## src/rtl/chfp_pkg.sv

```systemverilog
// Shared types, constants and functions for the CRC-16 hex frame packer.
`timescale 1ns / 1ps

package chfp_pkg;

   localparam int QueueDepth = 4;
   localparam int QueuePtrWidth = $clog2(QueueDepth);
   localparam int QueueCountWidth = $clog2(QueueDepth + 1);

   localparam logic [15:0] CrcInit = 16'hFFFF;
   localparam logic [15:0] CrcPoly = 16'h1021;

   localparam logic [0:0] ModeStart = 1'b0;
   localparam logic [0:0] ModePayload = 1'b1;

   localparam logic [2:0] LastHeader = 3'd3;
   localparam logic [2:0] LastHeaderCrc = 3'd7;
   localparam logic [2:0] LastPayload = 3'd1;
   localparam logic [2:0] LastPayloadCrc = 3'd5;

   // One queued item: up to four bytes, sent high nibble first.
   typedef struct packed {
      logic [3:0][7:0] bytes;
      logic [2:0]      last_idx;
      logic            with_crc;
   } entry_type;

   typedef struct packed {
      logic full;
      logic empty;
   } queue_status_type;

   function automatic logic [15:0] crc_feed(input logic [15:0] crc, input logic [7:0] b);
      logic [15:0] c;
      c = crc ^ {b, 8'h00};
      for (int k = 0; k < 8; k++) begin
         if (c[15]) begin
            c = {c[14:0], 1'b0} ^ CrcPoly;
         end else begin
            c = {c[14:0], 1'b0};
         end
      end
      return c;
   endfunction

   function automatic logic [6:0] hex_char(input logic [3:0] v);
      logic [6:0] r;
      if (v < 4'd10) begin
         r = 7'd48 + {3'b000, v};
      end else begin
         r = 7'd55 + {3'b000, v};
      end
      return r;
   endfunction

endpackage

```

## src/rtl/chfp_front.sv

```systemverilog
// Front end: accepts items, tracks the open frame and the CRC, queues byte groups.
`timescale 1ns / 1ps

module chfp_front
   import chfp_pkg::*;
(
   input  logic             clock,
   input  logic             reset,
   input  logic             req_valid,
   output logic             req_ready,
   input  logic             req_mode,
   input  logic [7:0]       req_topic,
   input  logic [7:0]       req_payload_length,
   input  logic [7:0]       req_payload_byte,
   input  queue_status_type q_status,
   output logic             q_push,
   output entry_type        q_entry
);

   logic        hdr_pending_ff, hdr_pending_in;
   logic        frame_open_ff, frame_open_in;
   logic [7:0]  bytes_left_ff, bytes_left_in;
   logic [15:0] crc_ff, crc_in;
   logic [7:0]  topic_ff, topic_in;
   logic [7:0]  len_ff, len_in;

   logic        accept;
   logic [15:0] feed_crc;
   logic [7:0]  feed_byte;
   logic [15:0] crc_next;

   assign req_ready = !hdr_pending_ff && !q_status.full;
   assign accept = req_valid && req_ready;

   always_comb begin
      if (hdr_pending_ff) begin
         feed_crc = crc_ff;
         feed_byte = len_ff;
      end else if (req_mode == ModeStart) begin
         feed_crc = CrcInit;
         feed_byte = req_topic;
      end else begin
         feed_crc = crc_ff;
         feed_byte = req_payload_byte;
      end
      crc_next = crc_feed(feed_crc, feed_byte);
   end

   always_comb begin
      hdr_pending_in = hdr_pending_ff;
      frame_open_in = frame_open_ff;
      bytes_left_in = bytes_left_ff;
      crc_in = crc_ff;
      topic_in = topic_ff;
      len_in = len_ff;
      q_push = 1'b0;
      q_entry = '0;
      if (hdr_pending_ff) begin
         q_entry.bytes = {crc_next[7:0], crc_next[15:8], len_ff, topic_ff};
         q_entry.with_crc = (len_ff == 8'd0);
         q_entry.last_idx = (len_ff == 8'd0) ? LastHeaderCrc : LastHeader;
         if (!q_status.full) begin
            q_push = 1'b1;
            hdr_pending_in = 1'b0;
            crc_in = crc_next;
            frame_open_in = (len_ff != 8'd0);
            bytes_left_in = len_ff;
         end
      end else if (accept) begin
         if (req_mode == ModeStart) begin
            // abandon any open frame; the length is fed while the header is pending
            hdr_pending_in = 1'b1;
            frame_open_in = 1'b0;
            crc_in = crc_next;
            topic_in = req_topic;
            len_in = req_payload_length;
         end else if (frame_open_ff) begin
            q_push = 1'b1;
            q_entry.bytes = {8'h00, crc_next[7:0], crc_next[15:8], req_payload_byte};
            q_entry.with_crc = (bytes_left_ff == 8'd1);
            q_entry.last_idx = (bytes_left_ff == 8'd1) ? LastPayloadCrc : LastPayload;
            crc_in = crc_next;
            bytes_left_in = bytes_left_ff - 8'd1;
            frame_open_in = (bytes_left_ff != 8'd1);
         end
      end
   end

   always_ff @(posedge clock) begin
      if (reset) begin
         hdr_pending_ff <= 1'b0;
         frame_open_ff <= 1'b0;
         bytes_left_ff <= 8'd0;
         crc_ff <= CrcInit;
      end else begin
         hdr_pending_ff <= hdr_pending_in;
         frame_open_ff <= frame_open_in;
         bytes_left_ff <= bytes_left_in;
         crc_ff <= crc_in;
      end
      topic_ff <= topic_in;
      len_ff <= len_in;
   end

endmodule

```

## src/rtl/chfp_queue.sv

```systemverilog
// Small FIFO of byte groups between the front and back ends.
`timescale 1ns / 1ps

module chfp_queue
   import chfp_pkg::*;
(
   input  logic             clock,
   input  logic             reset,
   input  logic             push,
   input  entry_type        push_entry,
   input  logic             pop,
   output entry_type        head_entry,
   output queue_status_type status
);

   entry_type                  mem_ff [QueueDepth];
   logic [QueuePtrWidth-1:0]   head_ff, tail_ff;
   logic [QueueCountWidth-1:0] count_ff;
   logic                       do_push, do_pop;

   assign status.full = (count_ff == QueueCountWidth'(QueueDepth));
   assign status.empty = (count_ff == '0);
   assign do_push = push && !status.full;
   assign do_pop = pop && !status.empty;
   assign head_entry = mem_ff[head_ff];

   always_ff @(posedge clock) begin
      if (reset) begin
         head_ff <= '0;
         tail_ff <= '0;
         count_ff <= '0;
      end else begin
         if (do_push) begin
            tail_ff <= (tail_ff == QueuePtrWidth'(QueueDepth - 1)) ? '0 : tail_ff + 1'b1;
         end
         if (do_pop) begin
            head_ff <= (head_ff == QueuePtrWidth'(QueueDepth - 1)) ? '0 : head_ff + 1'b1;
         end
         if (do_push && !do_pop) begin
            count_ff <= count_ff + 1'b1;
         end else if (do_pop && !do_push) begin
            count_ff <= count_ff - 1'b1;
         end
      end
      if (do_push) begin
         mem_ff[tail_ff] <= push_entry;
      end
   end

endmodule

```

## src/rtl/chfp_back.sv

```systemverilog
// Back end: turns queued byte groups into one hex character per item.
`timescale 1ns / 1ps

module chfp_back
   import chfp_pkg::*;
(
   input  logic             clock,
   input  logic             reset,
   input  queue_status_type q_status,
   input  entry_type        q_entry,
   output logic             q_pop,
   output logic             rsp_valid,
   input  logic             rsp_ready,
   output logic [6:0]       rsp_hex_char,
   output logic             rsp_frame_end
);

   entry_type  entry_ff;
   logic       busy_ff, busy_in;
   logic [2:0] idx_ff, idx_in;
   logic       fire, at_last;
   logic [7:0] cur_byte;
   logic [3:0] cur_nibble;

   assign rsp_valid = busy_ff;
   assign fire = busy_ff && rsp_ready;
   assign at_last = (idx_ff == entry_ff.last_idx);
   assign q_pop = (!busy_ff || (fire && at_last)) && !q_status.empty;

   assign cur_byte = entry_ff.bytes[idx_ff[2:1]];
   assign cur_nibble = idx_ff[0] ? cur_byte[3:0] : cur_byte[7:4];
   assign rsp_hex_char = hex_char(cur_nibble);
   assign rsp_frame_end = entry_ff.with_crc && at_last;

   always_comb begin
      busy_in = busy_ff;
      idx_in = idx_ff;
      if (q_pop) begin
         busy_in = 1'b1;
         idx_in = 3'd0;
      end else if (fire) begin
         if (at_last) begin
            busy_in = 1'b0;
         end else begin
            idx_in = idx_ff + 3'd1;
         end
      end
   end

   always_ff @(posedge clock) begin
      if (reset) begin
         busy_ff <= 1'b0;
         idx_ff <= 3'd0;
      end else begin
         busy_ff <= busy_in;
         idx_ff <= idx_in;
      end
      if (q_pop) begin
         entry_ff <= q_entry;
      end
   end

endmodule

```

## src/rtl/crc16_hex_frame_packer.sv

```systemverilog
// Top level of the CRC-16 hex frame packer.
// Emits a frame as uppercase ASCII hex, one character per result item, high nibble first:
// a start item (mode 0) gives four characters for topic and length, each payload item
// (mode 1) two, and the closing CRC-16/CCITT-FALSE (over topic, length and payload) four,
// high byte first, with frame_end set on the very last one. A zero length closes the frame
// at once; a payload item with no frame open is taken and dropped; a start abandons an open
// frame. Payload items are paced by the one-character result port, as each needs two
// characters; after a start the input is held off while the front end feeds the length
// byte through its one-byte CRC stage. A four-entry queue lets input and output stall apart.
`timescale 1ns / 1ps

module crc16_hex_frame_packer
   import chfp_pkg::*;
(
   input  logic       clock,
   input  logic       reset,
   input  logic       req_valid,
   output logic       req_ready,
   input  logic       req_mode,
   input  logic [7:0] req_topic,
   input  logic [7:0] req_payload_length,
   input  logic [7:0] req_payload_byte,
   output logic       rsp_valid,
   input  logic       rsp_ready,
   output logic [6:0] rsp_hex_char,
   output logic       rsp_frame_end
);

   queue_status_type q_status;
   logic             q_push, q_pop;
   entry_type        push_entry, head_entry;

   chfp_front u_front (
      .clock              (clock),
      .reset              (reset),
      .req_valid          (req_valid),
      .req_ready          (req_ready),
      .req_mode           (req_mode),
      .req_topic          (req_topic),
      .req_payload_length (req_payload_length),
      .req_payload_byte   (req_payload_byte),
      .q_status           (q_status),
      .q_push             (q_push),
      .q_entry            (push_entry)
   );

   chfp_queue u_queue (
      .clock      (clock),
      .reset      (reset),
      .push       (q_push),
      .push_entry (push_entry),
      .pop        (q_pop),
      .head_entry (head_entry),
      .status     (q_status)
   );

   chfp_back u_back (
      .clock         (clock),
      .reset         (reset),
      .q_status      (q_status),
      .q_entry       (head_entry),
      .q_pop         (q_pop),
      .rsp_valid     (rsp_valid),
      .rsp_ready     (rsp_ready),
      .rsp_hex_char  (rsp_hex_char),
      .rsp_frame_end (rsp_frame_end)
   );

endmodule

```

## config.mk

```make
export PLATFORM = sky130hd
export DESIGN_NAME = crc16_hex_frame_packer
export DESIGN_NICKNAME = d
export VERILOG_FILES = /design/src/rtl/chfp_pkg.sv /design/src/rtl/chfp_front.sv /design/src/rtl/chfp_queue.sv /design/src/rtl/chfp_back.sv /design/src/rtl/crc16_hex_frame_packer.sv
export SDC_FILE = /design/constraint.sdc
export NUM_CORES = 1
export LEC_CHECK = 0
export BUFFER_PORTS_ARGS = -buffer_cell sky130_fd_sc_hd__buf_2
export CAP_MARGIN = 20
export CORE_UTILIZATION = 57
export DETAILED_ROUTE_END_ITERATION = 10
export MAX_ROUTING_LAYER = met4
export PLACE_DENSITY = 0.83
export SLEW_MARGIN = 20
export SYNTH_ARGS = -nofsm -noshare
export SYNTH_HDL_FRONTEND = slang
export SYNTH_HIERARCHICAL = 1
export SYNTH_SLANG_ARGS = --single-unit
export TNS_END_PERCENT = 20
```

## constraint.sdc

```tcl
create_clock -name clock -period 10.8 [get_ports clock]
set_clock_uncertainty 0.05 [all_clocks]
set_input_delay 0.54 -clock clock [delete_from_list [all_inputs] [get_ports clock]]
set_output_delay 0.54 -clock clock [all_outputs]
set_load 0.02 [all_outputs]
```

==> impl_results.html, run 1 <==
<table>
<tr><th>Metric</th><th>Value</th></tr>
<tr><th colspan="2">Clocking</th></tr>
<tr><td>Post-cts repair resize count</td><td>0</td></tr>
<tr><td>Cell at the root of the clock tree</td><td>sky130_fd_sc_hd__clkbuf_16</td></tr>
<tr><td>Sinks on the clock net</td><td>235</td></tr>
<tr><td>Maximum clock insertion buffer count</td><td>3</td></tr>
<tr><td>Number of buffers created by CTS</td><td>24</td></tr>
<tr><td>Post-CTS setup-driven buffer insertion count</td><td>0</td></tr>
<tr><td>Total of hold buffers inserted after clock tree synthesis</td><td>0</td></tr>
<tr><td>Clock latency of the later-clocked register in the worst-skew pair</td><td>0.52 ns</td></tr>
<tr><td>CTS tree</td><td>built</td></tr>
<tr><td>Reg clk slew, reported paths</td><td>0.06 ns</td></tr>
<tr><td>H-tree depth</td><td>1</td></tr>
<tr><th colspan="2">Die</th></tr>
<tr><td>Io pins</td><td>39</td></tr>
<tr><td># rows</td><td>48</td></tr>
<tr><td>Overall die height</td><td>135 um</td></tr>
<tr><td>Die Width</td><td>135 um</td></tr>
<tr><td>Die area</td><td>18,300 um^2</td></tr>
<tr><td>Starting Density</td><td>58.4%</td></tr>
<tr><td>Placeable core area</td><td>17,300 um^2</td></tr>
<tr><th colspan="2">Logic synthesis</th></tr>
<tr><td>Post-Synthesis Net Count</td><td>between 600 and 700</td></tr>
<tr><td>Count of mapped cells out of synthesis</td><td>635</td></tr>
<tr><td>Synthesized cell area</td><td>10,100 um^2</td></tr>
<tr><td>Mean cell area of the mapped netlist</td><td>between 15 and 20 um^2</td></tr>
<tr><td>Number of synthesized register bits</td><td>~240</td></tr>
<tr><td>Leading register cell type out of synthesis</td><td>sky130_fd_sc_hd__edfxtp_1</td></tr>
<tr><td>Number of enable-type register cells in the synthesized netlist</td><td>196</td></tr>
<tr><td>Sequential element share of the synthesized area</td><td>66.0%</td></tr>
<tr><td>Library cells used by synthesis</td><td>75</td></tr>
<tr><td>Async SR Flop Fraction</td><td>0%</td></tr>
<tr><td>Yosys warning total</td><td>6</td></tr>
<tr><th colspan="2">Power</th></tr>
<tr><td>Int Pwr</td><td>between 1.5 and 2 mW</td></tr>
<tr><td>Sw Pwr</td><td>0.785 mW</td></tr>
<tr><td>Switch share</td><td>29.0%</td></tr>
<tr><td>Sequential share of power</td><td>45.2%</td></tr>
<tr><td>Power Dens Cells</td><td>242 nW/um^2</td></tr>
<tr><td>Worst IR drop on VDD</td><td>0.000165 V</td></tr>
<tr><td>Combinational fraction of design power</td><td>between 20% and 30%</td></tr>
<tr><td>Portion of total power attributed to the clock network</td><td>between 30% and 40%</td></tr>
<tr><td>Leak Pwr</td><td>3.72 nW</td></tr>
<tr><th colspan="2">Worst setup path</th></tr>
<tr><td>Cell class contributing the biggest share of worst-path delay</td><td>simple AND/OR/NAND/NOR gates</td></tr>
<tr><td>Reg2Reg Depth</td><td>10</td></tr>
<tr><td>Cell mode on critical path</td><td>sky130_fd_sc_hd__nor2_2</td></tr>
<tr><td>Arrival time worst endpoint</td><td>4.14 ns</td></tr>
<tr><td>Worst Setup End Kind</td><td>register</td></tr>
<tr><td>Data required time at the worst endpoint</td><td>around 11 ns</td></tr>
<tr><td>Startpoint class of the critical path</td><td>register</td></tr>
<tr><td>Slack of the worst reg-to-reg path</td><td>between 7 and 8 ns</td></tr>
<tr><td>Slowest cell on the critical path</td><td>sky130_fd_sc_hd__dfxtp_2</td></tr>
<tr><td>Delay contributed by the slowest stage of the critical path</td><td>1.03 ns</td></tr>
<tr><td>Cell-by-cell trace of the critical path</td><td>a31oi_1 -&gt; nor2_2 -&gt; bufinv_8 -&gt; nor2_2 -&gt; ha_1 -&gt; inv_1 -&gt; fa_1 -&gt; xor2_1 -&gt; or3_1 -&gt; a21oi_1</td></tr>
<tr><td>Capture point of the worst reg-to-reg path</td><td>u_queue/count_ff[2]$_SDFFE_PP0P_</td></tr>
<tr><td>Worst reg2reg startpoint</td><td>u_front/hdr_pending_ff$_SDFF_PP0_</td></tr>
<tr><td>Max Fanout on Critical Path</td><td>64</td></tr>
<tr><td>CP Buf/Inv Count</td><td>2</td></tr>
<tr><td>Type of the worst setup path</td><td>register to register</td></tr>
<tr><th colspan="2">Routing</th></tr>
<tr><td>Overall via count from detail_route</td><td>5,703</td></tr>
<tr><td>Pre-Repair DR Iteration Count</td><td>5</td></tr>
<tr><td>Via density</td><td>6.28</td></tr>
<tr><td>Routed length per placed instance</td><td>23.5 um</td></tr>
<tr><td>Total length of routed wires</td><td>about 21 mm</td></tr>
<tr><td>Iteration-0 DRC Markers</td><td>643</td></tr>
<tr><td>DRC</td><td>0</td></tr>
<tr><td>Detail Route Antenna Nets</td><td>0</td></tr>
<tr><th colspan="2">Timing</th></tr>
<tr><td>Worst hold margin</td><td>0.149 ns</td></tr>
<tr><td>Unrepaired setup endpoints after global routing</td><td>false</td></tr>
<tr><td>Slew headroom</td><td>25.1%</td></tr>
<tr><td>Final total negative setup slack</td><td>0 ns</td></tr>
<tr><td>Number of max-slew violations in the final report</td><td>0</td></tr>
<tr><td>Final hold viol count</td><td>0</td></tr>
<tr><td>Achievable Freq</td><td>266 MHz</td></tr>
<tr><td>Setup violations, final</td><td>0</td></tr>
<tr><td>Final worst-path cycle share</td><td>34.9%</td></tr>
<tr><td>Slew at the pin closest to its max-slew limit</td><td>1.12 ns</td></tr>
<tr><td>Final min period</td><td>3.76 ns</td></tr>
<tr><th colspan="2">Min path</th></tr>
<tr><td>Classification of the worst-slack hold path</td><td>primary input to register</td></tr>
<tr><td>Hold wc startpoint</td><td>req_payload_length[1]</td></tr>
<tr><td>Worst Hold End</td><td>u_front/len_ff[1]$_DFFE_PP_</td></tr>
<tr><td>Depth of the worst hold-timing path</td><td>1</td></tr>
<tr><th colspan="2">GRT</th></tr>
<tr><td>First-pass GRT wire length</td><td>33.4 mm</td></tr>
<tr><td>Via count of the first global-routing pass</td><td>between 5,000 and 6,000</td></tr>
<tr><td>Gr usage total</td><td>25.5%</td></tr>
<tr><td>Pin count of the biggest net entering global routing</td><td>65</td></tr>
<tr><td>Antenna violations before repair</td><td>0</td></tr>
<tr><td>Sum of overflow across all layers after global routing</td><td>0</td></tr>
<tr><th colspan="2">Cells and area</th></tr>
<tr><td>N_diodes</td><td>0</td></tr>
<tr><td>Share of cells above drive strength 1</td><td>22.8%</td></tr>
<tr><td>Area growth from synthesis to layout</td><td>10.8%</td></tr>
<tr><td>Fin nets</td><td>705</td></tr>
<tr><th colspan="2">Placement</th></tr>
<tr><td>IO Port Bufs</td><td>38</td></tr>
<tr><td>Placed wire-length estimate after detailed placement</td><td>12.9 mm</td></tr>
<tr><td>Placer's final routability congestion estimate</td><td>0.850</td></tr>
<tr><th colspan="2">Job</th></tr>
<tr><td>Number of maximum-capacitance violations</td><td>0</td></tr>
<tr><th colspan="2">Status</th></tr>
<tr><td>Status</td><td>complete, no violations</td></tr>
</table>
[synthesized netlist by cell type (all sizes together) (5+ instances only)]
cell	n	area share, %
and3	7	0.43
nor3b	6	0.45
nor3	13	0.64
mux2i	9	1.2
inv	12	0.45
o22ai	5	0.31
clkbuf	20	0.95
ha	10	1.2
nor4	10	0.62
o31ai	5	0.47
o21ai	27	1.3
dfxtp	39	7.7
a211o	7	0.61
nand2	24	0.92
a21oi	18	0.97
nor2	47	1.8
xor2	11	1.3
mux4	44	9.9
nor2b	8	0.50
xnor2	18	1.6
a21boi	7	0.52
buf	20	1.6
edfxtp	196	58
a22o	10	0.87
[layout make-up]
cell class              instances  area [um^2]
well taps                     225          282
clock inverters                15          184
fillers                      1160         6100
multi-input cells             346         3110
clock buffers                  29          641
inverters                      14         71.3
repair buffers                 44          235
flip-flops and latches        235         6670
[cell families (layout without fill, tap and decap cells)]
family / Yosys count / count (layout) / synth area share, %
adder cells (fa/ha/maj): 11 / 11 / 1.44
AO/OA/AOI/OAI: 109 / 109 / 7.98
multiplexers: 55 / 55 / 11.3
flip-flops: 235 / 235 / 66.0
XOR/XNOR: 29 / 29 / 2.85
AND/OR/NAND/NOR: 142 / 142 / 7.17
buffers and inverters: 54 / 102 / 3.27
[state kept, by name, summed over array words and instances (netlist names), named ones only]
register	count
u_queue/mem_ff	144
u_front/topic_ff	8
u_front/len_ff	8
u_back/rsp_valid	1
u_queue/head_ff	2
u_back/idx_ff	3
u_front/frame_open_ff	1
u_queue/count_ff	3
u_back/entry_ff	36
u_front/bytes_left_ff	8
u_queue/tail_ff	2
u_front/hdr_pending_ff	1
u_front/crc_ff	16
[cell usage in the layout, fill, tap and decap left out, types with 10 or more instances in the layout]
cell and instances:
sky130_fd_sc_hd__ha_1 10, sky130_fd_sc_hd__nor2_1 44, sky130_fd_sc_hd__a22o_1 10, sky130_fd_sc_hd__mux4_2 42, sky130_fd_sc_hd__xnor2_1 18, sky130_fd_sc_hd__o21ai_0 19
sky130_fd_sc_hd__nand2_1 23, sky130_fd_sc_hd__dfxtp_1 37, sky130_fd_sc_hd__clkbuf_16 25, sky130_fd_sc_hd__inv_1 11, sky130_fd_sc_hd__nor4_1 10, sky130_fd_sc_hd__nor3_1 13
sky130_fd_sc_hd__buf_2 38, sky130_fd_sc_hd__edfxtp_1 196, sky130_fd_sc_hd__a21oi_1 16
[worst max-delay path by stage]
stage / startpoint / to / slack, ns / cells after the start
after global placement: u_front/hdr_pending_ff$_SDFF_PP0_ / u_queue/count_ff[2]$_SDFFE_PP0P_ / 7.03 / 10
after CTS: u_front/hdr_pending_ff$_SDFF_PP0_ / u_queue/count_ff[2]$_SDFFE_PP0P_ / 6.80 / 10
final: u_front/hdr_pending_ff$_SDFF_PP0_ / u_queue/count_ff[2]$_SDFFE_PP0P_ / 7.04 / 10
after floorplan: u_back/idx_ff[0]$_SDFFE_PP0P_ / u_queue/count_ff[2]$_SDFFE_PP0P_ / 6.88 / 11
after detailed placement: u_front/hdr_pending_ff$_SDFF_PP0_ / u_queue/count_ff[2]$_SDFFE_PP0P_ / 6.87 / 10
after global routing: u_back/idx_ff[1]$_SDFFE_PP0P_ / u_queue/count_ff[2]$_SDFFE_PP0P_ / 6.79 / 10
[worst register-to-register path: cells and delay by family, from the launching register on]
kind | cells | cell delay [ns]
adders and majority gates | 2 | 0.58
xor gates and xnor gates | 1 | 0.19
DFF | 1 | 1.03
AOI/OAI and AO/OA | 2 | 0.36
and+or+nand+nor | 3 | 1.10
buffers and inverters | 2 | 0.37
[power groups by stage]
stage / Sequential (mW) / Combinational, mW / Clock, mW
2_1_floorplan: 1.21 / 0.495 / 0
3_3_place_gp: 1.23 / 0.589 / 0
3_5_place_dp: 1.24 / 0.614 / 0
4_1_cts: 1.22 / 0.625 / 0.866
5_1_grt: 1.23 / 0.676 / 0.901
6_report: 1.22 / 0.624 / 0.858
[stage by stage]
stage	total power, mW	worst slack [ns]	instance area (um^2)	utilization, %	instances
after global placement	1.82	7.03	10400	59.9	864
after global routing	2.81	6.79	11200	64.7	908
final	2.70	7.04	11200	64.7	908
after detailed placement	1.85	6.87	10400	59.9	864
after CTS	2.71	6.80	11200	64.7	908
after floorplan	1.71	6.88	10100	-	635
[metal layers]
layer	up-vias	share of wire [%]	global-route usage [%]
met3	37	6.9	3.64
met4	0	2.3	6.62
li1	2534	-	-
met1	2849	40	33.7
met2	283	51	41.9
met5	-	0	-
(Power assumes the default switching activity.)
==> inputs of run 2 (changes only) <==
==> constraint.sdc (replaced) <==
create_clock -name clock -period 3.55 [get_ports clock]
set_clock_uncertainty 0.05 [all_clocks]
set_input_delay 0.1775 -clock clock [delete_from_list [all_inputs] [get_ports clock]]
set_output_delay 0.1775 -clock clock [all_outputs]
set_load 0.02 [all_outputs]
==> run 2 against run 1 <==
Effect of this change:
- power rose to 3.0 times the previous value
- register-to-register slack worse by 6.6 ns
- critical path depth shrank 4
- first-iteration DRC count grew 5.0%
- core utilization up 1.1 points
- critical path type unchanged
- largest cell class unchanged
==> impl_results.html, run 2 (synthesis gave the netlist of run 1 again) <==
<table>
<tr><th>Metric</th><th>Value</th></tr>
<tr><th colspan="2">Status</th></tr>
<tr><td>Status</td><td>complete, no violations</td></tr>
<tr><th colspan="2">Clocking</th></tr>
<tr><td>Number of buffers created by CTS</td><td>24 (unchanged)</td></tr>
<tr><td>Clock latency of the later-clocked register in the worst-skew pair</td><td>0.51 ns (about the same)</td></tr>
<tr><td>Maximum clock insertion buffer count</td><td>3 (unchanged)</td></tr>
<tr><td>Sinks on the clock net</td><td>235 (unchanged)</td></tr>
<tr><td>H-tree depth</td><td>1 (unchanged)</td></tr>
<tr><td>Cell at the root of the clock tree</td><td>sky130_fd_sc_hd__clkbuf_16</td></tr>
<tr><td>Reg clk slew, reported paths</td><td>0.06 ns (about the same)</td></tr>
<tr><td>CTS tree</td><td>built</td></tr>
<tr><th colspan="2">Job</th></tr>
<tr><td>Number of maximum-capacitance violations</td><td>0 (unchanged)</td></tr>
<tr><th colspan="2">Cells and area</th></tr>
<tr><td>Area occupied by multi-input gates</td><td>3110 um^2 (about the same)</td></tr>
<tr><td>Fin nets</td><td>732 (+3.8%)</td></tr>
<tr><td>Register containing the most flip-flops in the final layout</td><td>u_queue/mem_ff</td></tr>
<tr><td>Number of flip-flops in the largest register</td><td>144 (unchanged)</td></tr>
<tr><td>Most common cell after layout, fill and taps aside</td><td>sky130_fd_sc_hd__edfxtp_1</td></tr>
<tr><td>Share of cells above drive strength 1</td><td>23.0% (+0.15 points)</td></tr>
<tr><td>Post-Route Utilization</td><td>65.8% (+1.1 points)</td></tr>
<tr><td>Largest registers in the final layout</td><td>u_queue/mem_ff: 144 flops, u_back/entry_ff: 36 flops, u_front/crc_ff: 16 flops</td></tr>
<tr><td>Commonest cells after routing, fill and taps aside</td><td>196 x sky130_fd_sc_hd__edfxtp_1, 45 x sky130_fd_sc_hd__nor2_1, 42 x sky130_fd_sc_hd__mux4_2</td></tr>
<tr><td>Area growth from synthesis to layout</td><td>12.7%</td></tr>
<tr><td>FF+latch area</td><td>6670 um^2 (unchanged)</td></tr>
<tr><td>N_diodes</td><td>0 (unchanged)</td></tr>
<tr><td>Filler cell count in the final layout</td><td>1,157 (-0.26%)</td></tr>
<tr><th colspan="2">Die</th></tr>
<tr><td>Io pins</td><td>39 (unchanged)</td></tr>
<tr><td>Placeable core area</td><td>17,300 um^2 (unchanged)</td></tr>
<tr><td>Overall die height</td><td>135 um (unchanged)</td></tr>
<tr><td># rows</td><td>48 (unchanged)</td></tr>
<tr><td>Starting Density</td><td>58.4% (unchanged)</td></tr>
<tr><td>Die Width</td><td>135 um (unchanged)</td></tr>
<tr><td>Die area</td><td>18,300 um^2 (unchanged)</td></tr>
<tr><th colspan="2">Routing</th></tr>
<tr><td>Iteration-0 DRC Markers</td><td>675 (+5.0%)</td></tr>
<tr><td>Detail Route Antenna Nets</td><td>0 (unchanged)</td></tr>
<tr><td>Overall via count from detail_route</td><td>5,841 (+2.4%)</td></tr>
<tr><td>Pre-Repair DR Iteration Count</td><td>7 (+2)</td></tr>
<tr><td>Routed length per placed instance</td><td>22.7 um (-3.2%)</td></tr>
<tr><td>Total length of routed wires</td><td>21.2 mm (-0.45%)</td></tr>
<tr><td>DRC</td><td>0 (unchanged)</td></tr>
<tr><td>Via density</td><td>6.25 (-0.43%)</td></tr>
<tr><th colspan="2">Timing</th></tr>
<tr><td>Achievable Freq</td><td>317 MHz (+19%)</td></tr>
<tr><td>Final min period</td><td>3.16 ns (-0.609 ns)</td></tr>
<tr><td>Final worst-path cycle share</td><td>88.9% (+54 points)</td></tr>
<tr><td>Unrepaired setup endpoints after global routing</td><td>false</td></tr>
<tr><td>Worst hold margin</td><td>0.0341 ns (-0.114 ns)</td></tr>
<tr><td>Setup violations, final</td><td>0 (unchanged)</td></tr>
<tr><td>Final hold viol count</td><td>0 (unchanged)</td></tr>
<tr><td>Number of max-slew violations in the final report</td><td>0 (unchanged)</td></tr>
<tr><td>Slew at the pin closest to its max-slew limit</td><td>0.952 ns (-0.163 ns)</td></tr>
<tr><td>Final total negative setup slack</td><td>0 ns (unchanged)</td></tr>
<tr><td>Slew headroom</td><td>36.6% (+11 points)</td></tr>
<tr><td>Crit path setup slack, layout</td><td>0.395 ns (-6.64 ns)</td></tr>
<tr><th colspan="2">Power</th></tr>
<tr><td>Post-layout power</td><td>8.11 mW (+200%)</td></tr>
<tr><td>Worst IR drop on VDD</td><td>0.000523 V (+220%)</td></tr>
<tr><td>Leak Pwr</td><td>3.81 nW (+2.7%)</td></tr>
<tr><td>Power Dens Cells</td><td>713 nW/um^2 (+190%)</td></tr>
<tr><th colspan="2">Placement</th></tr>
<tr><td>IO Port Bufs</td><td>38 (unchanged)</td></tr>
<tr><td>Worst slack at placement</td><td>0.583 ns (-6.28 ns)</td></tr>
<tr><td>Placed wire-length estimate after detailed placement</td><td>13.4 mm (+3.4%)</td></tr>
<tr><td>Placer's final routability congestion estimate</td><td>0.944 (+11%)</td></tr>
<tr><th colspan="2">GRT</th></tr>
<tr><td>Antenna violations before repair</td><td>0 (unchanged)</td></tr>
<tr><td>Met2 Track Usage GR</td><td>41.8% (about the same)</td></tr>
<tr><td>Layer with the highest usage</td><td>met2</td></tr>
<tr><td>Grt met3 use</td><td>3.94% (+0.30 points)</td></tr>
<tr><td>First-pass GRT wire length</td><td>33.4 mm (about the same)</td></tr>
<tr><td>Met1 capacity usage during global routing</td><td>33.1% (-0.58 points)</td></tr>
<tr><td>Gr usage total</td><td>25.3% (-0.15 points)</td></tr>
<tr><td>Via count of the first global-routing pass</td><td>6,024 (+2.5%)</td></tr>
<tr><td>Sum of overflow across all layers after global routing</td><td>0 (unchanged)</td></tr>
<tr><td>Pin count of the biggest net entering global routing</td><td>48 (-26%)</td></tr>
<tr><th colspan="2">Worst setup path</th></tr>
<tr><td>Startpoint class of the critical path</td><td>register</td></tr>
<tr><td>Max Fanout on Critical Path</td><td>41 (-36%)</td></tr>
<tr><td>Type of the worst setup path</td><td>register to register</td></tr>
<tr><td>Data required time at the worst endpoint</td><td>3.75 ns (-7.43 ns)</td></tr>
<tr><td>Worst Setup End Kind</td><td>register</td></tr>
<tr><td>Arrival time worst endpoint</td><td>3.36 ns (-0.78 ns)</td></tr>
<tr><th colspan="2">Min path</th></tr>
<tr><td>Classification of the worst-slack hold path</td><td>primary input to register</td></tr>
</table>
==> run 2: path summary, 6_finish.rpt <==
kind / cells past startpoint / slack [ns] / to / from
setup / recovery: 6 / 0.39 / u_queue/mem_ff[0][16]$_DFFE_PP_ / u_front/hdr_pending_ff$_SDFF_PP0_
hold reg to reg: 1 / 0.45 / u_front/crc_ff[11]$_SDFFE_PP1P_ / u_front/crc_ff[11]$_SDFFE_PP1P_
setup reg to reg: 6 / 0.39 / u_queue/mem_ff[0][16]$_DFFE_PP_ / u_front/hdr_pending_ff$_SDFF_PP0_
hold / removal: 2 / 0.03 / u_queue/mem_ff[1][8]$_DFFE_PP_ / req_payload_byte[4]
==> run 2: through the flow <==
stage               instance area, um^2  std cells
global route                      11400        934
finish                            11400        934
floorplan                         10100        635
global placement                  10500        875
detailed placement                10500        875
CTS                               11400        934
==> run 2: layout make-up <==
class,instances,area share (%)
Clock inverter,12,1.03
Sequential cell,235,58.6
Multi-Input combinational cell,346,27.3
Tap cell,225,2.47
Inverter,14,0.626
Clock buffer,31,5.78
Timing Repair Buffer,71,4.20
==> run 2: routing by layer <==
layer / wire, um / share of wire [%]
met5: 0 / 0
met4: 408 / 1.9
met3: 1610 / 7.6
met2: 10600 / 50
met1: 8560 / 40
==> run 2: where the power goes <==
part / switching (mW) / total, mW / internal (mW)
clock: 0.991 / 2.44 / 1.45
sequential: 0.226 / 3.72 / 3.50
combinational: 1.15 / 1.95 / 0.799
total: 2.36 / 8.11 / 5.75
==> run 2: worst max-delay path, stage by stage, from the launching register on <==
cell,delay (ns)
sky130_fd_sc_hd__dfxtp_2,0.77
sky130_fd_sc_hd__nor3b_1,0.13
sky130_fd_sc_hd__o32ai_1,0.54
sky130_fd_sc_hd__nand2_1,0.28
sky130_fd_sc_hd__xor2_2,0.46
sky130_fd_sc_hd__xnor2_1,0.23
sky130_fd_sc_hd__o21ai_0,0.43
==> run 2: repair_timing <==
action | 4_1_cts | 5_1_grt
setup buffers | 0 | 0
hold buffers | 16 | 0
hold endpoints to repair | 16 | 0
gates resized for setup | 0 | 0
setup endpoints to repair | 0 | 0
